[src/hdl/drfw_pkg.sv]
package drfw_pkg;

	localparam int unsigned COORD_W = 16;
	localparam int unsigned FRAME_W = 12;
	localparam int unsigned SPAN_W  = 13;
	localparam int unsigned WIDE_W  = 18;
	localparam int unsigned CFG_IDX_W  = 2;
	localparam int unsigned CFG_DATA_W = 12;

	// Request codes.
	localparam logic [2:0] REQ_PIXEL   = 3'd0;
	localparam logic [2:0] REQ_RECT    = 3'd1;
	localparam logic [2:0] REQ_CLIP    = 3'd2;
	localparam logic [2:0] REQ_FLUSH   = 3'd3;
	localparam logic [2:0] REQ_REFRESH = 3'd4;

	// Configuration register indexes.
	localparam logic [CFG_IDX_W-1:0] CFG_FRAME_WIDTH  = 2'd0;
	localparam logic [CFG_IDX_W-1:0] CFG_FRAME_HEIGHT = 2'd1;
	localparam logic [CFG_IDX_W-1:0] CFG_PANEL_WIDTH  = 2'd2;
	localparam logic [CFG_IDX_W-1:0] CFG_PANEL_ASLEEP = 2'd3;

	localparam logic [FRAME_W-1:0] FRAME_WIDTH_RST  = 12'd480;
	localparam logic [FRAME_W-1:0] FRAME_HEIGHT_RST = 12'd320;
	localparam logic [FRAME_W-1:0] PANEL_WIDTH_RST  = 12'd320;

	// Windows are aligned to four pixels.
	localparam logic [1:0] ALIGN_BITS = 2'b11;

	typedef struct packed {
		logic [FRAME_W-1:0] frame_width;
		logic [FRAME_W-1:0] frame_height;
		logic [FRAME_W-1:0] panel_width;
		logic               panel_asleep;
	} cfg_t;

	typedef struct packed {
		logic        [2:0]         kind;
		logic signed [COORD_W-1:0] x;
		logic signed [COORD_W-1:0] y;
		logic signed [COORD_W-1:0] w;
		logic signed [COORD_W-1:0] h;
	} req_t;

	typedef struct packed {
		logic signed [COORD_W-1:0] left;
		logic signed [COORD_W-1:0] top;
		logic signed [COORD_W-1:0] wide;
		logic signed [COORD_W-1:0] tall;
	} clip_t;

	typedef struct packed {
		logic               window_valid;
		logic [FRAME_W-1:0] panel_x;
		logic [FRAME_W-1:0] panel_y;
		logic [SPAN_W-1:0]  panel_w;
		logic [SPAN_W-1:0]  panel_h;
	} result_t;

	function automatic logic signed [WIDE_W-1:0] sx_wide(input logic [COORD_W-1:0] v);
		return {{(WIDE_W-COORD_W){v[COORD_W-1]}}, v};
	endfunction

	function automatic logic signed [WIDE_W-1:0] zx_wide(input logic [FRAME_W-1:0] v);
		return {{(WIDE_W-FRAME_W){1'b0}}, v};
	endfunction

endpackage

[src/hdl/drfw_flush.sv]
module drfw_flush (
	input  logic signed [drfw_pkg::WIDE_W-1:0] x1,
	input  logic signed [drfw_pkg::WIDE_W-1:0] y1,
	input  logic signed [drfw_pkg::WIDE_W-1:0] x2,
	input  logic signed [drfw_pkg::WIDE_W-1:0] y2,
	input  drfw_pkg::cfg_t                     cfg,
	input  drfw_pkg::clip_t                    clip,
	output drfw_pkg::result_t                  res
);
	import drfw_pkg::*;

	logic                       clip_active;
	logic signed [WIDE_W-1:0]   cl, ct, cr, cb;
	logic signed [WIDE_W-1:0]   fw, fh;
	logic signed [WIDE_W-1:0]   a1, b1, a2, b2;
	logic signed [WIDE_W-1:0]   c1, d1, c2, d2;
	logic                       empty_cut, empty_clamp;
	logic [FRAME_W-1:0]         l_al, t_al, r_or, b_or, r_f, b_f;
	logic [SPAN_W-1:0]          span_x, span_y;

	always_comb begin
		clip_active = (clip.wide > 0) && (clip.tall > 0);
		cl = sx_wide(clip.left);
		ct = sx_wide(clip.top);
		cr = sx_wide(clip.left) + sx_wide(clip.wide) - 18'sd1;
		cb = sx_wide(clip.top) + sx_wide(clip.tall) - 18'sd1;
		fw = zx_wide(cfg.frame_width);
		fh = zx_wide(cfg.frame_height);

		a1 = (clip_active && cl > x1) ? cl : x1;
		b1 = (clip_active && ct > y1) ? ct : y1;
		a2 = (clip_active && cr < x2) ? cr : x2;
		b2 = (clip_active && cb < y2) ? cb : y2;
		empty_cut = (a1 > a2) || (b1 > b2);

		c1 = (a1 < 0) ? '0 : a1;
		d1 = (b1 < 0) ? '0 : b1;
		c2 = (a2 >= fw) ? fw - 18'sd1 : a2;
		d2 = (b2 >= fh) ? fh - 18'sd1 : b2;
		empty_clamp = (c1 > c2) || (d1 > d2);

		// When not empty all four bounds lie inside the frame and fit twelve bits.
		l_al = {c1[FRAME_W-1:2], ~ALIGN_BITS & 2'b00};
		t_al = {d1[FRAME_W-1:2], ~ALIGN_BITS & 2'b00};
		r_or = {c2[FRAME_W-1:2], ALIGN_BITS};
		b_or = {d2[FRAME_W-1:2], ALIGN_BITS};
		r_f = (r_or >= cfg.frame_width) ? cfg.frame_width - 12'd1 : r_or;
		b_f = (b_or >= cfg.frame_height) ? cfg.frame_height - 12'd1 : b_or;

		span_x = {1'b0, r_f} - {1'b0, l_al} + 13'd1;
		span_y = {1'b0, b_f} - {1'b0, t_al} + 13'd1;

		res = '0;
		if (!empty_cut && !empty_clamp) begin
			res.window_valid = 1'b1;
			res.panel_x = cfg.panel_width - b_f - 12'd1;
			res.panel_y = l_al;
			res.panel_w = span_y;
			res.panel_h = span_x;
		end
	end

endmodule

[src/hdl/drfw_core.sv]
module drfw_core (
	input  logic              clk,
	input  logic              arst_n,
	input  logic              fire,
	input  drfw_pkg::req_t    req,
	input  drfw_pkg::cfg_t    cfg,
	output drfw_pkg::result_t res
);
	import drfw_pkg::*;

	logic               box_valid_q;
	logic [FRAME_W-1:0] box_left_q, box_top_q, box_right_q, box_bottom_q;
	clip_t              clip_q;

	logic signed [WIDE_W-1:0] x, y, w, h, fw, fh, rx2, ry2;
	logic                     merge_en, flush_go;
	logic [FRAME_W-1:0]       ml, mt, mr, mb;
	logic signed [WIDE_W-1:0] fx1, fy1, fx2, fy2;
	result_t                  fres;

	always_comb begin
		x  = sx_wide(req.x);
		y  = sx_wide(req.y);
		w  = sx_wide(req.w);
		h  = sx_wide(req.h);
		fw = zx_wide(cfg.frame_width);
		fh = zx_wide(cfg.frame_height);

		rx2 = x + w - 18'sd1;
		ry2 = y + h - 18'sd1;
		if (rx2 >= fw) rx2 = fw - 18'sd1;
		if (ry2 >= fh) ry2 = fh - 18'sd1;

		merge_en = 1'b0;
		flush_go = 1'b0;
		ml = x[FRAME_W-1:0];
		mt = y[FRAME_W-1:0];
		mr = x[FRAME_W-1:0];
		mb = y[FRAME_W-1:0];
		fx1 = zx_wide(box_left_q);
		fy1 = zx_wide(box_top_q);
		fx2 = zx_wide(box_right_q);
		fy2 = zx_wide(box_bottom_q);

		unique case (req.kind)
			REQ_PIXEL: begin
				merge_en = (x >= 0) && (y >= 0) && (x < fw) && (y < fh);
			end
			REQ_RECT: begin
				merge_en = (w > 0) && (h > 0) && (x >= 0) && (y >= 0) &&
					(rx2 >= x) && (ry2 >= y);
				mr = rx2[FRAME_W-1:0];
				mb = ry2[FRAME_W-1:0];
			end
			REQ_FLUSH: begin
				flush_go = box_valid_q;
			end
			REQ_REFRESH: begin
				flush_go = 1'b1;
				fx1 = '0;
				fy1 = '0;
				fx2 = fw - 18'sd1;
				fy2 = fh - 18'sd1;
			end
			default: begin
			end
		endcase
	end

	drfw_flush u_flush (
		.x1   (fx1),
		.y1   (fy1),
		.x2   (fx2),
		.y2   (fy2),
		.cfg  (cfg),
		.clip (clip_q),
		.res  (fres)
	);

	assign res = (flush_go && !cfg.panel_asleep) ? fres : '0;

	always_ff @(posedge clk or negedge arst_n) begin
		if (!arst_n) begin
			box_valid_q  <= 1'b0;
			box_left_q   <= '0;
			box_top_q    <= '0;
			box_right_q  <= '0;
			box_bottom_q <= '0;
			clip_q       <= '0;
		end else if (fire) begin
			if (merge_en) begin
				box_valid_q <= 1'b1;
				if (!box_valid_q || ml < box_left_q) box_left_q <= ml;
				if (!box_valid_q || mt < box_top_q) box_top_q <= mt;
				if (!box_valid_q || mr > box_right_q) box_right_q <= mr;
				if (!box_valid_q || mb > box_bottom_q) box_bottom_q <= mb;
			end
			if (req.kind == REQ_CLIP) begin
				if (req.w <= 0 || req.h <= 0) begin
					clip_q.wide <= '0;
					clip_q.tall <= '0;
				end else begin
					clip_q <= '{left: req.x, top: req.y, wide: req.w, tall: req.h};
				end
			end
			// A flush of a valid box or a refresh, sent or discarded, consumes both the box and the clip.
			if (flush_go) begin
				box_valid_q <= 1'b0;
				clip_q.wide <= '0;
				clip_q.tall <= '0;
			end
		end
	end

	a_flush_clears: assert property (@(posedge clk) disable iff (!arst_n)
		fire && flush_go |=> !box_valid_q && clip_q.wide == 0 && clip_q.tall == 0)
		else $error("flush left box or clip behind");

	a_box_ordered: assert property (@(posedge clk) disable iff (!arst_n)
		box_valid_q |-> box_left_q <= box_right_q && box_top_q <= box_bottom_q)
		else $error("dirty box corners out of order");

	a_window_size: assert property (@(posedge clk) disable iff (!arst_n)
		res.window_valid |-> res.panel_w != 0 && res.panel_h != 0 && flush_go)
		else $error("emitted window has no size");

endmodule

[src/hdl/dirty_rect_rotated_flush_window_top.sv]
// Dirty-rectangle tracker: pixel and rectangle marks grow one bounding box over the
// landscape frame, a clip request limits the next flush, and a flush or full refresh
// returns the box rounded out to 4-pixel multiples and rotated into portrait panel
// coordinates. Every request gives exactly one result transfer; window_valid tells
// whether it carries a window. A request passes the input register, then the result
// register; one request is taken every cycle while out_stall is low, since all decode, merge
// and window math sits in one level of logic between those registers. The user must write
// configuration via wr_en/wr_index/wr_data only while idle; the block does not enforce it.
module dirty_rect_rotated_flush_window_top (
	input  logic                                  clk,
	input  logic                                  arst_n,
	input  logic                                  wr_en,
	input  logic [drfw_pkg::CFG_IDX_W-1:0]        wr_index,
	input  logic [drfw_pkg::CFG_DATA_W-1:0]       wr_data,
	input  logic                                  in_valid,
	output logic                                  in_stall,
	input  logic [2:0]                            req_type,
	input  logic signed [drfw_pkg::COORD_W-1:0]   x_coord,
	input  logic signed [drfw_pkg::COORD_W-1:0]   y_coord,
	input  logic signed [drfw_pkg::COORD_W-1:0]   rect_width,
	input  logic signed [drfw_pkg::COORD_W-1:0]   rect_height,
	output logic                                  out_valid,
	input  logic                                  out_stall,
	output logic                                  window_valid,
	output logic [drfw_pkg::FRAME_W-1:0]          panel_x,
	output logic [drfw_pkg::FRAME_W-1:0]          panel_y,
	output logic [drfw_pkg::SPAN_W-1:0]           panel_w,
	output logic [drfw_pkg::SPAN_W-1:0]           panel_h
);
	import drfw_pkg::*;

	cfg_t    cfg_q;
	logic    valid_s1, valid_s2;
	req_t    req_s1;
	result_t res_s2, res_comb;
	logic    advance, accept;

	// The input register moves on whenever the result register is free or draining.
	assign advance  = valid_s1 && !(valid_s2 && out_stall);
	assign in_stall = valid_s1 && valid_s2 && out_stall;
	assign accept   = in_valid && !in_stall;

	always_ff @(posedge clk or negedge arst_n) begin
		if (!arst_n) begin
			cfg_q <= '{frame_width: FRAME_WIDTH_RST, frame_height: FRAME_HEIGHT_RST,
				panel_width: PANEL_WIDTH_RST, panel_asleep: 1'b0};
		end else if (wr_en) begin
			unique case (wr_index)
				CFG_FRAME_WIDTH:  cfg_q.frame_width  <= wr_data;
				CFG_FRAME_HEIGHT: cfg_q.frame_height <= wr_data;
				CFG_PANEL_WIDTH:  cfg_q.panel_width  <= wr_data;
				CFG_PANEL_ASLEEP: cfg_q.panel_asleep <= wr_data[0];
				default: begin
				end
			endcase
		end
	end

	always_ff @(posedge clk or negedge arst_n) begin
		if (!arst_n) begin
			valid_s1 <= 1'b0;
		end else if (accept) begin
			valid_s1 <= 1'b1;
		end else if (advance) begin
			valid_s1 <= 1'b0;
		end
	end

	always_ff @(posedge clk) begin
		if (accept) begin
			req_s1 <= '{kind: req_type, x: x_coord, y: y_coord, w: rect_width,
				h: rect_height};
		end
	end

	drfw_core u_core (
		.clk    (clk),
		.arst_n (arst_n),
		.fire   (advance),
		.req    (req_s1),
		.cfg    (cfg_q),
		.res    (res_comb)
	);

	always_ff @(posedge clk or negedge arst_n) begin
		if (!arst_n) begin
			valid_s2 <= 1'b0;
		end else if (advance) begin
			valid_s2 <= 1'b1;
		end else if (!out_stall) begin
			valid_s2 <= 1'b0;
		end
	end

	always_ff @(posedge clk) begin
		if (advance) begin
			res_s2 <= res_comb;
		end
	end

	assign out_valid    = valid_s2;
	assign window_valid = res_s2.window_valid;
	assign panel_x      = res_s2.panel_x;
	assign panel_y      = res_s2.panel_y;
	assign panel_w      = res_s2.panel_w;
	assign panel_h      = res_s2.panel_h;

	a_stall_needs_item: assert property (@(posedge clk) disable iff (!arst_n)
		in_stall |-> valid_s1 && valid_s2)
		else $error("input stalled with a free input register");

	a_item_reaches_out: assert property (@(posedge clk) disable iff (!arst_n)
		valid_s1 && !valid_s2 |=> valid_s2)
		else $error("request did not reach the result register");

	a_result_held: assert property (@(posedge clk) disable iff (!arst_n)
		valid_s2 && out_stall |=> valid_s2 && $stable(res_s2))
		else $error("stalled result changed or vanished");

endmodule

[config.mk]
export PLATFORM = sky130hd
export DESIGN_NAME = dirty_rect_rotated_flush_window_top
export DESIGN_NICKNAME = d
export VERILOG_FILES = /design/src/hdl/drfw_pkg.sv /design/src/hdl/drfw_flush.sv /design/src/hdl/drfw_core.sv /design/src/hdl/dirty_rect_rotated_flush_window_top.sv
export SDC_FILE = /design/constraint.sdc
export NUM_CORES = 1
export LEC_CHECK = 0
export ABC_CLOCK_PERIOD_IN_PS = 23300
export BUFFER_PORTS_ARGS = -buffer_cell sky130_fd_sc_hd__buf_2
export CORE_MARGIN = 1
export CORE_UTILIZATION = 50
export CTS_CLUSTER_DIAMETER = 30
export DETAILED_ROUTE_END_ITERATION = 16
export PLACE_DENSITY_LB_ADDON = 0.1
export SYNTH_ARGS = -nofsm -noshare
export SYNTH_HDL_FRONTEND = slang
export SYNTH_SLANG_ARGS = --single-unit
[constraint.sdc]
create_clock -name clk -period 23.3 [get_ports clk]
set_input_delay 0 -clock clk [delete_from_list [all_inputs] [get_ports clk]]
set_output_delay 0 -clock clk [all_outputs]
set_load 0.05 [all_outputs]
==> results.txt <==
The share of the Yosys chip area taken by registers is 29.0%. The final setup slack of the worst path is 9.50 ns. The depth of the worst hold-timing path came out at 2. The proportion of netlist area held by the largest area contributor came out at 21.9%. Setup repair after global routing left no endpoint under its margin. The leakage component of the power came out at 0.0154 uW. The half-perimeter wire length after placement is 61.6 mm.

The final number of max-transition violations was 0. Max-cap violations in this run came to 0. The clock share of power came out at 24.5%.

The register-to-register setup slack came out at 9.50 ns. The buffer levels on the longest clock path came out at 3. CTS placed an instance of sky130_fd_sc_hd__clkbuf_16 at the clock tree root. The summed instance area of the synthesized netlist came out at 25100 um2. The worst setup path category is flop to flop. The setup slack at placement is 9.61 ns.

The antenna violation net count after detailed routing is 0. In this run the worst path has a maximum fanout of 33. The startpoint of the most critical hold path is rect_width[3].

The number of clock buffers inserted by TritonCTS came out at 75. The synthesized design contains 116 enable-type register cells. The library cell used most frequently in the layout, excluding fill and tap cells, is sky130_fd_sc_hd__ha_1. The total global-route track usage came out at 31.4%. The number of port buffers is 136.

For the pin with the worst max-slew slack, the measured transition is 1.16 ns. For this run, global-route usage on met2 was measured as 47.1%. The worst setup path is launched from a flop. The fraction of synthesis flops using an asynchronous set or reset pin came out at 56.7%. At the end of routability-driven placement, the weighted congestion stood at 0.940. The total number of vias is 21800.

The part of the cycle the worst path needs came out at 59.2%. The number of placement rows came out at 81. The area growth from synthesis to layout is 20.3%. Data on the critical path is required at its endpoint by 23.62 ns.

The primary flip-flop cell chosen by synthesis mapping is sky130_fd_sc_hd__dfrtp_1. Across all hold checks on the routed design, the worst slack comes to 0.0948 ns. The biggest area contributor in the post-synthesis netlist is sky130_fd_sc_hd__ha_1. The internal power came out at 2320 uW. The delay of the slowest cell on the worst path came out at 0.61 ns. The die covers 51200 um2. The number of endpoints failing setup at the final stage is 0.

The number of global-route vias before repair is 21700. In this run, synthesis produced a sequential element count of 268. After technology mapping, the gate count stands at 2812. The number of unique standard cell types used by synthesis came out at 83. Counting every sink on the clock net gives 268. The minimum clock period after layout is 13.80 ns. Clock latency on the worst-skew pair, taken at its later pin, is 0.61 ns. Summed over all layers, the global routing overflow is 0. met2 is the most crowded layer. Ranked by total cell area, the synthesized netlist is headed by sky130_fd_sc_hd__ha_1 (22%), sky130_fd_sc_hd__dfrtp_1 (14%), sky130_fd_sc_hd__edfxtp_1 (14%), sky130_fd_sc_hd__inv_1 (6.1%), sky130_fd_sc_hd__a21o_1 (3.9%). The worst vdd rail ir drop is 0.0674 mV. The path class of the tightest hold or removal check is input pin to flop.

In this run the vertical extent of the chip is 226 um. The global-route wire length before repair came out at 122 mm. Clock skew on the completed layout was measured at 0.0274 ns. The pin count of the biggest net entering global routing came out at 68. The share of total power in sequential cells came out at 14.5%. The die outline width came out at 226 um. The top cell types in the final layout, fill and taps aside, are sky130_fd_sc_hd__ha_1 (440), sky130_fd_sc_hd__inv_1 (408), sky130_fd_sc_hd__o21ai_0 (175). Summing all multi-input logic gate instances after layout gives 16100 um2. The switching portion of total power is 44.4%. Measured against its own limit, the worst slew margin works out to 22.2%. For the final routed database, the setup TNS stands at 0 ns. The average via count per standard cell is 5.71. The flow ran to the end, and the final reports show no timing, DRC or antenna violations. Among all stages on the critical path, the largest delay is contributed by sky130_fd_sc_hd__a2111oi_0. The warning count from the yosys run came out at 0. The average cell area after synthesis is 8.94 um2. The effective utilization at floorplan is 51.0%.

The proportion of power drawn by combinational gates is 61.0%. The aggregate routed wire length is 78.7 mm. The worst register-to-register path begins at u_core.clip_q[50]. The global routing usage on met3 is 6.95%. The initial antenna violation count is 2.

The worst register-to-register path ends at panel_h[12]. The core occupancy in the finished layout came out at 61.4%. The number of H-tree branching levels came out at 3.

STA classifies the critical path endpoint as a flop. The post-route netlist has 12.7% of its cells at a drive strength greater than 1. The cell that appears most often on the critical path is sky130_fd_sc_hd__a21o_1.

The clock transition at the registers of the reported paths is 0.05 ns. The initial detailed-routing violation count came out at 1413. After floorplanning, the core was sized to cover 49300 um2. The quantity of gates resized following cts came out at 0. Derived from the worst setup path, the maximum achievable clock frequency is 72.5 MHz. Data on the critical path arrives at its endpoint at 14.12 ns. The I/O pin count is 139.

The layout filler cell count came out at 4340. The power spent charging and discharging nets is 1860 uW. The depth of the most critical reg-to-reg path came out at 65.

For this run, global-route usage on met1 was measured as 44.4%. Before antenna repair, the detailed router went through 5 iterations. The register cell area after layout came out at 7300 um2. The final layout net count is 3628.

Dividing total power by cell area gives a power density of 138 nW/um2. The design draws 4180 uW. The routed length per instance is 20.6 um. For hold timing, the worst endpoint is req_s1[19]. The residual DRC count is 0.

TritonCTS built the clock tree. The count of endpoints failing hold in the final timing report came out at 0.
metal layers:
layer	routed length (um)	vias to the layer above	part of all wire, %
met5	12	-	0.015
met4	2120	2	2.7
met3	6140	133	7.8
met2	33200	769	42
met1	37200	10300	47
li1	-	10600	-
power by group through the flow:
stage / Sequential (uW) / Clock, uW / Combinational (uW)
finish: 606 / 1020 / 2550
global route: 611 / 1060 / 2870
detailed placement: 611 / 0 / 2490
floorplan: 608 / 0 / 1870
global placement: 609 / 0 / 2440
CTS: 604 / 1040 / 2530
area by class of cell:
| class | instances | share of cell area, % |
|---|---|---|
| inverter | 410 | 5.09 |
| clock inverter | 52 | 1.94 |
| timing repair buffer | 269 | 6.43 |
| tap | 664 | 2.75 |
| antenna | 1 | 0.00828 |
| clock buffer | 84 | 6.46 |
| multi-input combinational | 2073 | 53.2 |
| sequential | 268 | 24.1 |
cell families (layout without fill, tap and decap cells):
family                   count (synthesis)  count (layout)  share of synthesized area [%]
multiplexers                           151             151                           6.37
flip-flops                             268             268                           29.0
AO/OA/AOI/OAI                          700             700                           17.9
AND/OR/NAND/NOR                        639             639                           12.6
other                                    1               9                         0.0149
adder cells (fa/ha/maj)                451             451                           22.6
buffers and inverters                  478             815                           7.20
XOR/XNOR                               124             124                           4.32
state kept, by name, indices dropped and copies added, names as in the netlist, 12 cells and up:
register,count
u_core.clip_q,64
panel_x,12
u_core.box_left_q,12
panel_h,13
u_core.box_bottom_q,12
u_core.box_right_q,12
cfg_q,37
panel_w,13
req_s1,67
u_core.box_top_q,12
worst max-delay path: cells and delay by family (launching register included):
kind	cells	cell delay, ns
xor+xnor	2	0.55
mux	3	1.10
flops	1	0.34
simple gates	13	1.74
compound gates	35	6.88
fa+ha+maj	7	2.07
buf+inv	5	0.83
worst max path at each step:
| stage | from | to | cells after the start | slack, ns |
|---|---|---|---|---|
| floorplan | u_core.clip_q[18] | panel_h[12] | 69 | 10.91 |
| global placement | u_core.clip_q[33] | panel_w[12] | 57 | 9.74 |
| detailed placement | u_core.clip_q[18] | panel_h[12] | 66 | 9.61 |
| CTS | u_core.clip_q[50] | panel_h[12] | 66 | 9.54 |
| global route | u_core.clip_q[50] | panel_h[12] | 65 | 8.41 |
| finish | u_core.clip_q[50] | panel_h[12] | 65 | 9.50 |
metrics by stage:
step	cells	instance area [um2]
after global placement	3581	26700
after global routing	3820	30200
after floorplan	2819	25200
final	3821	30200
after CTS	3820	30200
after detailed placement	3581	26700
synthesized netlist by cell type (all sizes together) (9+ instances only):
cell type and instances:
a22o 30, and4 9, nand4 38, inv 409, nor4 29, o21ai 179, o211ai 14, nor3 40
nand3 46, or3 9, o21a 38, a31oi 17, buf 14, xnor2 92, edfxtp 116, dfrtp 144
and2 24, clkbuf 54, xor2 32, nand2b 39, nand2 170, nor2b 30, a21o 132, ha 440
mux2i 82, o21bai 33, a21oi 168, mux2 69, nor2 162
what timing repair did:
| item | 4_1_cts | 5_1_grt |
|---|---|---|
| buffers inserted | 0 | 0 |
| hold buffers | 103 | 0 |
| endpoints found under the hold margin | 173 | 0 |
Note: power is estimated with default switching activity, not from simulation.
